$ cat config.mk
export PLATFORM = sky130hd
export DESIGN_NAME = vco_pitch_calibrator
export DESIGN_NICKNAME = d
export VERILOG_FILES = /design/src/rtl/core/vpc_pkg.sv /design/src/rtl/core/vpc_datapath.sv /design/src/rtl/core/vpc_ctrl.sv /design/src/rtl/core/vco_pitch_calibrator.sv
export VERILOG_INCLUDE_DIRS = /design/src /design/src/rtl/core
export SDC_FILE = /design/constraint.sdc
export NUM_CORES = 2
export LEC_CHECK = 0
export BUFFER_PORTS_ARGS = -buffer_cell sky130_fd_sc_hd__buf_4
export CORE_MARGIN = 1.5
export CORE_UTILIZATION = 33
export DETAILED_ROUTE_END_ITERATION = 8
export PLACE_DENSITY = 0.53
export REMOVE_ABC_BUFFERS = 1
export SYNTH_ARGS = -nofsm -noshare
export SYNTH_HDL_FRONTEND = slang
export SYNTH_HIERARCHICAL = 1
export SYNTH_SLANG_ARGS = --single-unit
$ cat constraint.sdc
create_clock -name clk -period 15.7 [get_ports clk]
set_clock_uncertainty 0.15 [all_clocks]
set_input_delay 3.925 -clock clk [delete_from_list [all_inputs] [get_ports clk]]
set_output_delay 3.925 -clock clk [all_outputs]
set_load 0.01 [all_outputs]
$ cat src/rtl/core/vco_pitch_calibrator_macros.svh
// Assertion macros for the pitch calibrator.
`ifndef VCO_PITCH_CALIBRATOR_MACROS_SVH
`define VCO_PITCH_CALIBRATOR_MACROS_SVH
`ifndef SYNTHESIS
`define VPC_ASSERT_IMP(label, clk, rst_n, a, c) \
  label: assert property (@(posedge clk) disable iff (!rst_n) (a) |-> (c)) \
    else $error("assertion failed");
`define VPC_ASSERT_NXT(label, clk, rst_n, a, c) \
  label: assert property (@(posedge clk) disable iff (!rst_n) (a) |=> (c)) \
    else $error("assertion failed");
`else
`define VPC_ASSERT_IMP(label, clk, rst_n, a, c)
`define VPC_ASSERT_NXT(label, clk, rst_n, a, c)
`endif
`endif

$ cat src/rtl/core/vpc_pkg.sv
`timescale 1ns / 1ps
// ----------------------------------------------------------------------------
// vpc_pkg
// Shared types and constants of the pitch calibrator.
// ----------------------------------------------------------------------------
package vpc_pkg;
  localparam int WINDOW_SIZE = 17;
  localparam int NOTE_SLOTS  = 64;
  localparam int NOTE_W      = 6;
  localparam int WIN_W       = $clog2(WINDOW_SIZE + 1);
  localparam logic [20:0] FREQ_NUM = 21'd2048000;
  localparam logic [19:0] FREQ_MAX = 20'hFFFFF;
  localparam logic [24:0] SUM_MAX  = 25'h1FFFFFF;

  localparam logic [1:0] ACT_SAMPLE = 2'd0;
  localparam logic [1:0] ACT_LOAD   = 2'd1;
  localparam logic [1:0] ACT_READ   = 2'd2;
  localparam logic [1:0] ACT_START  = 2'd3;

  localparam logic [2:0] REG_LEVEL = 3'd0;
  localparam logic [2:0] REG_HYST  = 3'd1;
  localparam logic [2:0] REG_TOL   = 3'd2;
  localparam logic [2:0] REG_STEP  = 3'd3;
  localparam logic [2:0] REG_LIMIT = 3'd4;
  localparam logic [2:0] REG_LAST  = 3'd5;

  typedef struct packed {
    logic capture;    // register the accepted item
    logic sample_go;  // crossing step on the captured sample
    logic div_start;
    logic div_step;
    logic accum;      // fold the quotient into the window
    logic eval;       // compare and update code / note
    logic mem_rd;     // read code memory at current note
    logic finish;     // produce the result
  } vpc_cmd_t;

  typedef struct packed {
    logic [1:0] action;
    logic       running;
    logic       falling;    // falling crossing found
    logic       window_full;
    logic       div_done;
  } vpc_sts_t;
endpackage

$ cat src/rtl/core/vpc_datapath.sv
`timescale 1ns / 1ps
// ----------------------------------------------------------------------------
// vpc_datapath
// Crossing detection, period divider, window average and code stepping.
// ----------------------------------------------------------------------------
`include "vco_pitch_calibrator_macros.svh"
module vpc_datapath import vpc_pkg::*; (
  input  logic        clk,
  input  logic        rst_n,
  input  vpc_cmd_t    cmd,
  output vpc_sts_t    sts,
  input  logic [1:0]  in_action,
  input  logic [15:0] in_sample,
  input  logic [5:0]  in_note_sel,
  input  logic [19:0] in_target_freq,
  input  logic [15:0] in_code_in,
  input  logic        cfg_we,
  input  logic [2:0]  cfg_index,
  input  logic [19:0] cfg_data,
  output logic        out_dac_write,
  output logic [15:0] out_dac_value,
  output logic [5:0]  out_current_note,
  output logic        out_busy_res,
  output logic        out_finished,
  output logic [15:0] out_read_code
);
  logic [15:0] level_r, step_cfg_r;
  logic [14:0] hyst_r;
  logic [19:0] tol_r;
  logic [7:0]  limit_r;
  logic [5:0]  last_r;

  logic [1:0]  act_r;
  logic [15:0] smp_r;
  logic [5:0]  sel_r;

  logic [15:0] codes_mem [NOTE_SLOTS];
  logic [19:0] tgts_mem [NOTE_SLOTS];
  logic [15:0] mcode_r, rdc_r;
  logic [19:0] mtgt_r;

  logic [24:0] sum_r;
  logic [WIN_W-1:0] win_r;
  logic [15:0] per_r, prev_r, step_r;
  logic        high_r;
  logic [19:0] avg_r, pavg_r;
  logic [7:0]  att_r;
  logic [5:0]  note_r;
  logic        run_r, done_r, wr_r;

  // restoring divider for 2048000/period
  logic [24:0] dq_r, ddiv_r;
  logic [25:0] drem_r;
  logic [4:0]  dcnt_r;
  logic [25:0] dtrial;

  logic signed [17:0] hi_b, lo_b, cur_s, prv_s;
  logic rising, falling;

  always_comb begin
    hi_b  = $signed({2'b0, level_r}) + $signed({3'b0, hyst_r});
    lo_b  = $signed({2'b0, level_r}) - $signed({3'b0, hyst_r});
    cur_s = $signed({2'b0, smp_r});
    prv_s = $signed({2'b0, prev_r});
    rising  = cur_s >= hi_b && prv_s < hi_b && !high_r;
    falling = !rising && cur_s <= lo_b && prv_s > lo_b && high_r;
    dtrial  = {drem_r[24:0], dq_r[24]} - {1'b0, ddiv_r};
  end

  assign sts.action      = act_r;
  assign sts.running     = run_r;
  assign sts.falling     = falling;
  assign sts.window_full = win_r >= WIN_W'(WINDOW_SIZE);
  assign sts.div_done    = dcnt_r == 5'd0;

  logic [24:0] fq, avg_w;
  logic [19:0] avg_n;
  logic signed [21:0] up_b, dn_b, a_s, p_s;
  logic [16:0] code_up;
  logic [15:0] stp_h, stp_dn, stp_up, code_new;
  logic        hit;

  always_comb begin
    fq = (dq_r > 25'(FREQ_MAX)) ? 25'(FREQ_MAX) : dq_r;
    // The window length less one is a power of two, so this is a shift.
    avg_w = sum_r / 25'(WINDOW_SIZE - 1);
    avg_n = (avg_w > 25'(FREQ_MAX)) ? FREQ_MAX : avg_w[19:0];
    up_b = $signed({2'b0, mtgt_r}) + $signed({2'b0, tol_r});
    dn_b = $signed({2'b0, mtgt_r}) - $signed({2'b0, tol_r});
    a_s  = $signed({2'b0, avg_n});
    p_s  = $signed({2'b0, avg_r});
    stp_h = (step_r >> 1) + 16'd1;
    hit = (a_s <= up_b && a_s >= dn_b) || att_r > limit_r;
    stp_dn = (p_s < dn_b) ? stp_h : step_r;
    stp_up = (p_s > up_b) ? stp_h : step_r;
    code_up = {1'b0, mcode_r} + {1'b0, stp_up};
    if (hit) code_new = mcode_r;
    else if (a_s > up_b) code_new = (mcode_r > stp_dn) ? mcode_r - stp_dn : 16'd0;
    else if (a_s < dn_b) code_new = code_up[16] ? 16'hFFFF : code_up[15:0];
    else code_new = mcode_r;
  end

  always_ff @(posedge clk) begin
    if (cmd.capture) begin
      act_r <= in_action; smp_r <= in_sample; sel_r <= in_note_sel;
    end
    if (cmd.mem_rd) begin
      mcode_r <= codes_mem[note_r];
      mtgt_r  <= tgts_mem[note_r];
      rdc_r   <= codes_mem[sel_r];
    end
    if (cmd.capture && in_action == ACT_LOAD) begin
      codes_mem[in_note_sel] <= in_code_in;
      tgts_mem[in_note_sel]  <= in_target_freq;
    end else if (cmd.eval && !hit) begin
      codes_mem[note_r] <= code_new;
    end
  end

  always_ff @(posedge clk) begin
    if (!rst_n) begin
      level_r <= 16'd32768; hyst_r <= 15'd1000; tol_r <= 20'd26;
      step_cfg_r <= 16'd100; limit_r <= 8'd20; last_r <= 6'd59;
      sum_r <= '0; win_r <= '0; per_r <= '0; prev_r <= '0; high_r <= 1'b0;
      avg_r <= '0; pavg_r <= '0; step_r <= 16'd100; att_r <= '0; note_r <= '0;
      run_r <= 1'b0; done_r <= 1'b0; wr_r <= 1'b0; dcnt_r <= '0;
      out_dac_write <= 1'b0; out_busy_res <= 1'b0; out_finished <= 1'b0;
    end else begin
      if (cfg_we) begin
        unique case (cfg_index)
          REG_LEVEL: level_r    <= cfg_data[15:0];
          REG_HYST:  hyst_r     <= cfg_data[14:0];
          REG_TOL:   tol_r      <= cfg_data;
          REG_STEP:  step_cfg_r <= cfg_data[15:0];
          REG_LIMIT: limit_r    <= cfg_data[7:0];
          REG_LAST:  last_r     <= cfg_data[5:0];
          default: ;
        endcase
      end
      if (cmd.capture) begin
        wr_r <= in_action == ACT_START;
        if (in_action == ACT_START) begin
          run_r <= 1'b1; done_r <= 1'b0; note_r <= '0; att_r <= '0;
          step_r <= step_cfg_r; win_r <= '0; sum_r <= '0; per_r <= '0;
          high_r <= 1'b0; avg_r <= '0; pavg_r <= '0;
        end
      end
      if (cmd.sample_go) begin
        if (rising) high_r <= 1'b1;
        else if (falling) high_r <= 1'b0;
        prev_r <= smp_r;
        if (falling) per_r <= 16'd1;
        else if (per_r != 16'hFFFF) per_r <= per_r + 16'd1;
      end
      if (cmd.div_start) begin
        dq_r <= {4'b0, FREQ_NUM}; drem_r <= '0; dcnt_r <= 5'd25;
        ddiv_r <= (per_r == 16'd0) ? 25'd1 : {9'b0, per_r};
      end
      if (cmd.div_step && dcnt_r != 5'd0) begin
        dcnt_r <= dcnt_r - 5'd1;
        if (!dtrial[25]) begin
          drem_r <= dtrial; dq_r <= {dq_r[23:0], 1'b1};
        end else begin
          drem_r <= {drem_r[24:0], dq_r[24]}; dq_r <= {dq_r[23:0], 1'b0};
        end
      end
      if (cmd.accum) begin
        if (win_r != '0)
          sum_r <= ({1'b0, sum_r} + {6'b0, fq[19:0]} > {1'b0, SUM_MAX}) ?
                   SUM_MAX : sum_r + {5'b0, fq[19:0]};
        win_r <= win_r + WIN_W'(1);
      end
      if (cmd.eval) begin
        pavg_r <= avg_r; avg_r <= avg_n; sum_r <= '0; win_r <= '0;
        wr_r <= 1'b1;
        if (hit && note_r < last_r && note_r != 6'(NOTE_SLOTS - 1)) att_r <= 8'd1;
        else if (att_r != 8'hFF) att_r <= att_r + 8'd1;
        if (hit) begin
          if (note_r < last_r && note_r != 6'(NOTE_SLOTS - 1)) begin
            step_r <= step_cfg_r; note_r <= note_r + 6'd1;
          end else begin
            run_r <= 1'b0; done_r <= 1'b1; note_r <= '0;
          end
        end else if (a_s > up_b) begin
          if (p_s < dn_b) step_r <= stp_h;
        end else if (a_s < dn_b) begin
          if (p_s > up_b) step_r <= stp_h;
        end
      end
      if (cmd.finish) begin
        out_dac_write <= wr_r; out_busy_res <= run_r; out_finished <= done_r;
      end
    end
  end

  // result payload follows the final memory read
  always_ff @(posedge clk) begin
    if (cmd.finish) begin
      out_dac_value    <= mcode_r;
      out_current_note <= note_r;
      out_read_code    <= (act_r == ACT_READ) ? rdc_r : 16'd0;
    end
  end

  `VPC_ASSERT_NXT(a_start_runs, clk, rst_n, cmd.capture && in_action == ACT_START, run_r)
  `VPC_ASSERT_IMP(a_win_bound, clk, rst_n, 1'b1, win_r <= WIN_W'(WINDOW_SIZE))
  `VPC_ASSERT_IMP(a_run_done, clk, rst_n, 1'b1, !(run_r && done_r))
endmodule

$ cat src/rtl/core/vpc_ctrl.sv
`timescale 1ns / 1ps
// ----------------------------------------------------------------------------
// vpc_ctrl
// Sequencer: accepts an item, drives the datapath, presents the result.
// ----------------------------------------------------------------------------
`include "vco_pitch_calibrator_macros.svh"
module vpc_ctrl import vpc_pkg::*; (
  input  logic     clk,
  input  logic     rst_n,
  input  logic     in_valid,
  output logic     in_stall,
  output logic     out_valid,
  input  logic     out_stall,
  input  vpc_sts_t sts,
  output vpc_cmd_t cmd
);
  localparam logic [2:0] S_IDLE = 3'd0;
  localparam logic [2:0] S_SMP  = 3'd1;
  localparam logic [2:0] S_DIV  = 3'd2;
  localparam logic [2:0] S_ACC  = 3'd3;
  localparam logic [2:0] S_AVG  = 3'd4;
  localparam logic [2:0] S_RD   = 3'd5;
  localparam logic [2:0] S_EVAL = 3'd6;
  localparam logic [2:0] S_OUT  = 3'd7;

  logic [2:0] st_r, st_nxt;
  logic       ov_r, ov_nxt;
  logic       take;

  // a result may wait in the output register while the next item is taken
  assign in_stall  = st_r != S_IDLE;
  assign take      = in_valid && !in_stall;
  assign out_valid = ov_r;

  always_comb begin
    cmd = '0;
    st_nxt = st_r;
    ov_nxt = ov_r && out_stall;
    unique case (st_r)
      S_IDLE: if (take) begin
        cmd.capture = 1'b1; st_nxt = S_SMP;
      end
      S_SMP: begin
        if (sts.action == ACT_SAMPLE && sts.running) begin
          cmd.sample_go = 1'b1;
          if (sts.falling) begin
            cmd.div_start = 1'b1; st_nxt = S_DIV;
          end else st_nxt = S_RD;
        end else st_nxt = S_RD;
      end
      S_DIV: begin
        cmd.div_step = 1'b1;
        if (sts.div_done) begin
          cmd.div_step = 1'b0; st_nxt = S_ACC;
        end
      end
      S_ACC: begin
        cmd.accum = 1'b1; st_nxt = S_AVG;
      end
      S_AVG: begin
        if (sts.window_full) begin
          cmd.mem_rd = 1'b1; st_nxt = S_EVAL;
        end else st_nxt = S_RD;
      end
      S_EVAL: begin
        cmd.eval = 1'b1; st_nxt = S_RD;
      end
      S_RD: begin
        cmd.mem_rd = 1'b1;
        if (!(ov_r && out_stall)) st_nxt = S_OUT;
      end
      S_OUT: begin
        cmd.finish = 1'b1; ov_nxt = 1'b1; st_nxt = S_IDLE;
      end
      default: st_nxt = S_IDLE;
    endcase
  end

  always_ff @(posedge clk) begin
    if (!rst_n) begin
      st_r <= S_IDLE; ov_r <= 1'b0;
    end else begin
      st_r <= st_nxt; ov_r <= ov_nxt;
    end
  end

  `VPC_ASSERT_IMP(a_busy_stall, clk, rst_n, st_r != S_IDLE, in_stall)
  `VPC_ASSERT_NXT(a_out_set, clk, rst_n, st_r == S_OUT, out_valid)
  `VPC_ASSERT_IMP(a_no_overwrite, clk, rst_n, st_r == S_OUT, !(ov_r && out_stall))
endmodule

$ cat src/rtl/core/vco_pitch_calibrator.sv
`timescale 1ns / 1ps
// ----------------------------------------------------------------------------
// vco_pitch_calibrator
// Oscillator pitch calibration by DAC code search over a table of notes.
// ----------------------------------------------------------------------------
// Each transfer gives one result. A load, read, start or a sample without a
// falling crossing passes through capture, the memory read and the output
// step; a falling crossing adds the period-to-frequency divider (one quotient
// bit a cycle) and the window update, and the crossing that completes the
// window adds the comparison against the note target.
// A finished result may wait in the output register while the next item is
// taken and processed up to its own result.
module vco_pitch_calibrator import vpc_pkg::*; (
  input  logic        clk,
  input  logic        rst_n,
  input  logic        in_valid,
  output logic        in_stall,
  input  logic [1:0]  in_action,
  input  logic [15:0] in_sample,
  input  logic [5:0]  in_note_sel,
  input  logic [19:0] in_target_freq,
  input  logic [15:0] in_code_in,
  output logic        out_valid,
  input  logic        out_stall,
  output logic        out_dac_write,
  output logic [15:0] out_dac_value,
  output logic [5:0]  out_current_note,
  output logic        out_busy_res,
  output logic        out_finished,
  output logic [15:0] out_read_code,
  input  logic        cfg_we,
  input  logic [2:0]  cfg_index,
  input  logic [19:0] cfg_data
);
  vpc_cmd_t cmd;
  vpc_sts_t sts;

  vpc_ctrl u_ctrl (
    .clk, .rst_n, .in_valid, .in_stall, .out_valid, .out_stall, .sts, .cmd
  );

  vpc_datapath u_dp (
    .clk, .rst_n, .cmd, .sts, .in_action, .in_sample, .in_note_sel,
    .in_target_freq, .in_code_in, .cfg_we, .cfg_index, .cfg_data,
    .out_dac_write, .out_dac_value, .out_current_note, .out_busy_res,
    .out_finished, .out_read_code
  );
endmodule
== After elaboration in Yosys (flattened, before gate mapping) ==
Memory sizes are Yosys's and may differ from the RTL's. A register that Yosys moved wholly into a read port is not among the register bits.
Index checks and enable logic that the tools add are counted.

* Register bits after elaboration: 346
* Input bits: 88
* Word-level logic and storage cells: 233
* Memory bits (read-only): 0
* Output and inout port bits: 43
* Memory bits (writable): 2,304
* Bits in latches: 0
* Memories: 2

* Shift-type cells: 0
* Mux-type cells: 97
* Equal/unequal tests: 21
* Bitwise operators: 1
* Add/subtract/negate cells: 15
* Order comparisons: 17
* Reduce and logical (&&, ||, !) cells: 46
* Multipliers: 0
* Divide/modulo/power cells: 0

{| class="wikitable"
|+ Memory list
! name !! words !! bits a word !! read ports !! clocked after memory_dff !! write ports !! RTL line !! source
|-
| u_dp.tgts_mem || 64 || 20 || 1 || 1 || 1 || vpc_datapath.sv:38 || <nowiki>logic [19:0] tgts_mem [NOTE_SLOTS];</nowiki>
|-
| u_dp.codes_mem || 64 || 16 || 2 || 2 || 1 || vpc_datapath.sv:37 || <nowiki>logic [15:0] codes_mem [NOTE_SLOTS];</nowiki>
|}

{| class="wikitable"
|+ Operators with widths
! cell !! number
|-
| $mux 16 || 22
|-
| $mux 25 || 10
|-
| $mux 20 || 5
|-
| $gt 21x22->1 || 2
|-
| $lt 21x22->1 || 2
|-
| $mux 8 || 5
|-
| $mux 6 || 6
|-
| $mux 1 || 34
|-
| $add 25x20->26 || 1
|-
| $gt 26x25->1 const B || 1
|-
| $sub 26x25->26 || 1
|-
| $add 25x20->25 || 1
|-
| $gt 25x20->1 const B || 1
|-
| $mux 5 || 5
|-
| $pmux 3 s8 || 1
|-
| $ge 21x22->1 || 1
|-
| $le 21x22->1 || 1
|-
| $add 20x20->21 || 1
|-
| $gt 21x20->1 const B || 1
|-
| $sub 20x20->21 || 1
|-
| $reduce_and 2->1 || 10
|-
| $eq 3x3->1 const B || 6
|-
| $ge 17x18->1 || 1
|-
| $gt 17x18->1 || 1
|-
| 42 further kinds || 77
|}

== Depth between registers and ports, before layout ==
* Word-level depth: 13
* Mapped depth: 39
* Mapped depth without buffers: 37

== Cells and area by module ==
The synthesis kept the hierarchy.

{| class="wikitable"
|+ Modules (own cells, without submodules)
! module !! instances !! cells an instance !! area each (µm²)
|-
| vpc_datapath || 1 || 6,802 || 121,836.9
|-
| vpc_ctrl || 1 || 35 || 319.1
|}

== Worst setup path before layout ==
OpenSTA, ideal clock, no wires.

* Kind: register to register
* From: reg u_dp.tol_r[1]
* To: mem u_dp.codes_mem[0][14], data pin
* Data arrival time: 9.212 ns
* Setup time: 0.588 ns
* Stages on the path, launching flop included: 36
* Clock period less this slack: 9.950 ns
* Required time: 14.962 ns
* Path slack: 5.750 ns
* Buffers on the path: 1
* Cells stage by stage: dfxtp_1 -> inv_1 -> ha_1 -> nor2b_1 -> o21ai_0 -> a21oi_1 -> o21ai_0 -> a21oi_1 -> a41oi_1 -> a21oi_1 -> a211oi_1 -> o21bai_1 -> a21oi_1 -> xor2_1 -> ha_1 -> nor2b_1 -> or3_1 -> a211oi_1 -> nand2_1 -> a2111oi_4 -> buf_2 -> mux2i_1 -> ha_1 -> inv_1 -> fa_1 -> a21o_1 -> a21o_1 -> a2111oi_0 -> nor3_1 -> a41o_1 -> o41a_1 -> a21o_1 -> a21oi_1 -> xnor2_1 -> nand2_1 -> a31oi_1

* Word-level cells in the longest chain between the ends: 11

{| class="wikitable"
|+ RTL lines
! item !! RTL line !! source
|-
| from (decl) || vpc_datapath.sv:29 || <nowiki>logic [19:0] tol_r;</nowiki>
|-
| from (signal assigned) || vpc_datapath.sv:133 || <nowiki>REG_TOL: tol_r <= cfg_data;</nowiki>
|-
| parallel branches: the longest is 10 deep, another holds $gt 21x22->1 || - ||
|-
| $mux 16 (no line) (*) || - ||
|-
| to (decl) || vpc_datapath.sv:37 ||
|}

Mark *: on every way between the ends.

== Final worst setup path ==
* From: reg u_dp.tol_r[1]
* To: mem u_dp.codes_mem[46][12], data pin

Same word-level chain as after synthesis.

==> impl_metrics.yaml <==
detailed_routing:
  routed.top_layer: "met5"
  vias: 68790
  met3_length_microns: 26790
  drt_first_pass_iters: 5
  wl_met2_microns: 177600
  drt_iter0_drc: 7079
  wl_per_cell_microns: 30.18
  drt-total-wl_microns: 371100
  m1WireLength_microns: 157000
  avgViaCountPerCell: 5.595
  drc: 0
  ant_nets: 0
power_and_ir_drop:
  peakVddDrop_mv: 0.09521
  total_leakage_power_nw: 44.35
  power_density_nw_per_um2: 111.3
flow_run:
  maxCapViolCount: 0
cts:
  cts_setup_buffers: 0
  cts.sinks: 2693
  hold_buffers: 0
  numCtsBuffers: 308
  cts_tree: "done"
  cts_resized: 0
  cts_buffer_depth: 4
  insertion_delay_ns: 0.94
  clk_pin_slew_ns: 0.06
  h-tree-depth: 5
  cts-root-buf: "clkbuf_16"
die:
  num_rows: 223
  io_pins: 131
  die_w_microns: 611.4
  start_util_pct: 33.14
  die-area_sq_um: 373800
  die_h_microns: 611.4
  core_sq_um: 368600
timing:
  rsz0062_at_grt: "false"
  clock.fmax_ghz: 0.1010
  fin_setup_tns_ns: 0
  fin_hold_ws_ns: 0.3100
  fin_crit_ns: 9.898
  finalMaxSlewViolations: 0
  finalSetupViolations: 0
  hold_viol: 0
  slew_headroom_pct: 22.12
  worst_pin_slew_ns: 1.168
  post-route-period-util_pct: 63.05
yosys:
  avgSynthCellArea_sq_um: 17.87
  synth-main-ff-cell: "edfxtp_1"
  synth_edf_count: 2484
  yosys_warnings: 6
  netlist_area_sq_um: 122200
  synth-seq-cells: 2693
  ys_seq_area_share_pct: 64.49
  synth_cells: 6837
  synthDistinctLibCells: 109
  synthArstFlopShare_pct: 0
placed_design:
  dpl.hpwl_microns: 223100
  placement.io_buffers: 130
  place.gp.congestion: 0.8314
layout:
  nFillCells: 33620
  area_growth_pct: 14.46
  final_nets: 7483
  post_route_cells_drive_above_1_share_pct: 28.73
worst_setup_path:
  critPathSlowestCell: "a21oi_4"
  cpPeakStageDelay_ns: 0.66
  cp.arrival_ns: 10.32
  crit_fanout: 64
  startpoint_type: "flip-flop"
  path_common_cell: "a21oi_1"
  critPathRequiredTime_ns: 16.12
  worstSetupPathType: "reg -> reg"
  crit_path_end_kind: "flip-flop"
global_routing:
  grt_max_degree: 148
  grt_first_pass_wirelength_microns: 524800
  antenna_found_initial: 34
  grtUsageTotal_pct: 19.59
  globalRoute.totalOverflow: 0
  grt_pass1_vias: 69640
worst_hold_path:
  hold_path_class: "reg -> reg"
outcome:
  status: "finished clean"
[per-stage QoR]
stage          setup WS (ns)  util, %  std cells  power [mW]  instance area [sq um]
2_1_floorplan         -14.38        -       6426       8.582                 120500
3_3_place_gp           6.088    35.31      11730       8.782                 130100
3_5_place_dp           5.976    35.31      11730       8.796                 130100
4_1_cts                5.881    37.93      12280       15.72                 139800
5_1_grt                4.865    37.93      12290       16.04                 139800
6_report               5.802    37.94      12300       15.57                 139800
[final cells by class]
| cell class | count | area (sq um) | share of cell area [%] |
|---|---|---|---|
| Sequential cell | 2693 | 78800 | 56.35 |
| Multi-Input combinational cell | 3572 | 41790 | 29.89 |
| Clock buffer | 387 | 8334 | 5.961 |
| Tap cell | 4950 | 6193 | 4.430 |
| Timing Repair Buffer | 351 | 2760 | 1.974 |
| Clock inverter | 170 | 1313 | 0.9387 |
| Inverter | 161 | 609.3 | 0.4358 |
| Antenna cell | 11 | 27.53 | 0.01969 |
[cells in the mapped netlist (all sizes together) (44+ instances only)]
| library cell | instances | area, sq um |
|---|---|---|
| xor2 | 45 | 394.1 |
| mux2i | 87 | 870.8 |
| nor3 | 62 | 321.6 |
| xnor2 | 95 | 832.1 |
| inv | 160 | 600.6 |
| o21ai | 100 | 504.2 |
| buf | 119 | 540.5 |
| clkbuf | 292 | 1096 |
| nor2b | 53 | 339.1 |
| a21oi | 244 | 1244 |
| and2 | 46 | 287.8 |
| ha | 300 | 3754 |
| edfxtp | 2484 | 74590 |
| nand3 | 85 | 442.9 |
| dfxtp | 209 | 4184 |
| nor2 | 394 | 1481 |
| nand2 | 353 | 1325 |
| or3 | 44 | 285.3 |
| a21o | 47 | 352.8 |
| mux4 | 1081 | 24350 |
[routing by layer]
layer | vias up | track usage [%]
met2 | 2489 | 31.79
li1 | 28550 | -
met4 | 18 | 5.034
met1 | 37220 | 27.32
met5 | - | 0
met3 | 508 | 3.298
[worst max-delay path: cells and delay by family (launching register included)]
family	cells	cell delay [ns]
AO/OA/AOI/OAI	22	5.19
buffers and inverters	5	1.28
XOR/XNOR	1	0.19
adder cells (fa/ha/maj)	4	1.27
AND/OR/NAND/NOR	6	0.92
flip-flops	1	0.38
[cell families after synthesis]
family | Yosys count | synth area share [%]
AO/OA/AOI/OAI | 723 | 4.033
flip-flops | 2693 | 64.49
buffers and inverters | 572 | 1.834
adder cells (fa/ha/maj) | 309 | 3.212
multiplexers | 1176 | 20.72
AND/OR/NAND/NOR | 1224 | 4.713
XOR/XNOR | 140 | 1.004
[state kept, by name, summed over array words and instances, names as in the netlist, 20 cells and up]
signal          flops
u_dp/avg_r         20
u_dp/tol_r         20
u_dp/tgts_mem    1280
u_dp/mtgt_r        20
u_dp/drem_r        25
u_dp/dq_r          25
u_dp/codes_mem   1024
u_dp/sum_r         25
[placed cells by master (no fill, tap or decap), types with 26 or more instances in the layout]
cell,Yosys,final
edfxtp_1,2484,2484
clkbuf_16,0,316
inv_1,157,154
o221ai_1,26,26
nand4_1,42,42
nor2_1,393,271
or2_2,32,32
dfxtp_1,209,203
xor2_1,45,44
nand2_1,353,353
nor2b_1,52,51
ha_1,300,300
buf_4,8,341
clkinv_1,1,77
nand2b_1,35,35
mux4_2,1081,1081
nor3_1,61,55
a21oi_1,240,238
clkinv_2,0,52
nor2_2,1,122
mux2i_1,87,87
a21o_1,47,47
or3_1,42,42
nand3_1,83,82
xnor2_1,95,95
a211oi_1,38,37
o21ai_0,91,91
clkbuf_1,292,55
and2_1,46,46
[final timing paths]
path                                                         end  cells past startpoint                          from  slack [ns]
worst max register to register  u_dp/codes_mem[46][12]$_DFFE_PP_                     38    u_dp/tol_r[1]$_SDFFE_PN1P_        5.80
worst min register to register      u_dp/limit_r[6]$_SDFFE_PN0P_                      2  u_dp/limit_r[6]$_SDFFE_PN0P_        0.31
worst max-delay path            u_dp/codes_mem[46][12]$_DFFE_PP_                     38    u_dp/tol_r[1]$_SDFFE_PN1P_        5.80
worst min-delay path                u_dp/limit_r[6]$_SDFFE_PN0P_                      2  u_dp/limit_r[6]$_SDFFE_PN0P_        0.31
[power breakdown]
group / switching, mW / total, mW / internal, mW
sequential: 0.0251 / 7.89 / 7.87
combinational: 0.478 / 0.753 / 0.275
clock: 2.92 / 6.92 / 4.01
No activity file was read; power rests on OpenSTA's default activity.
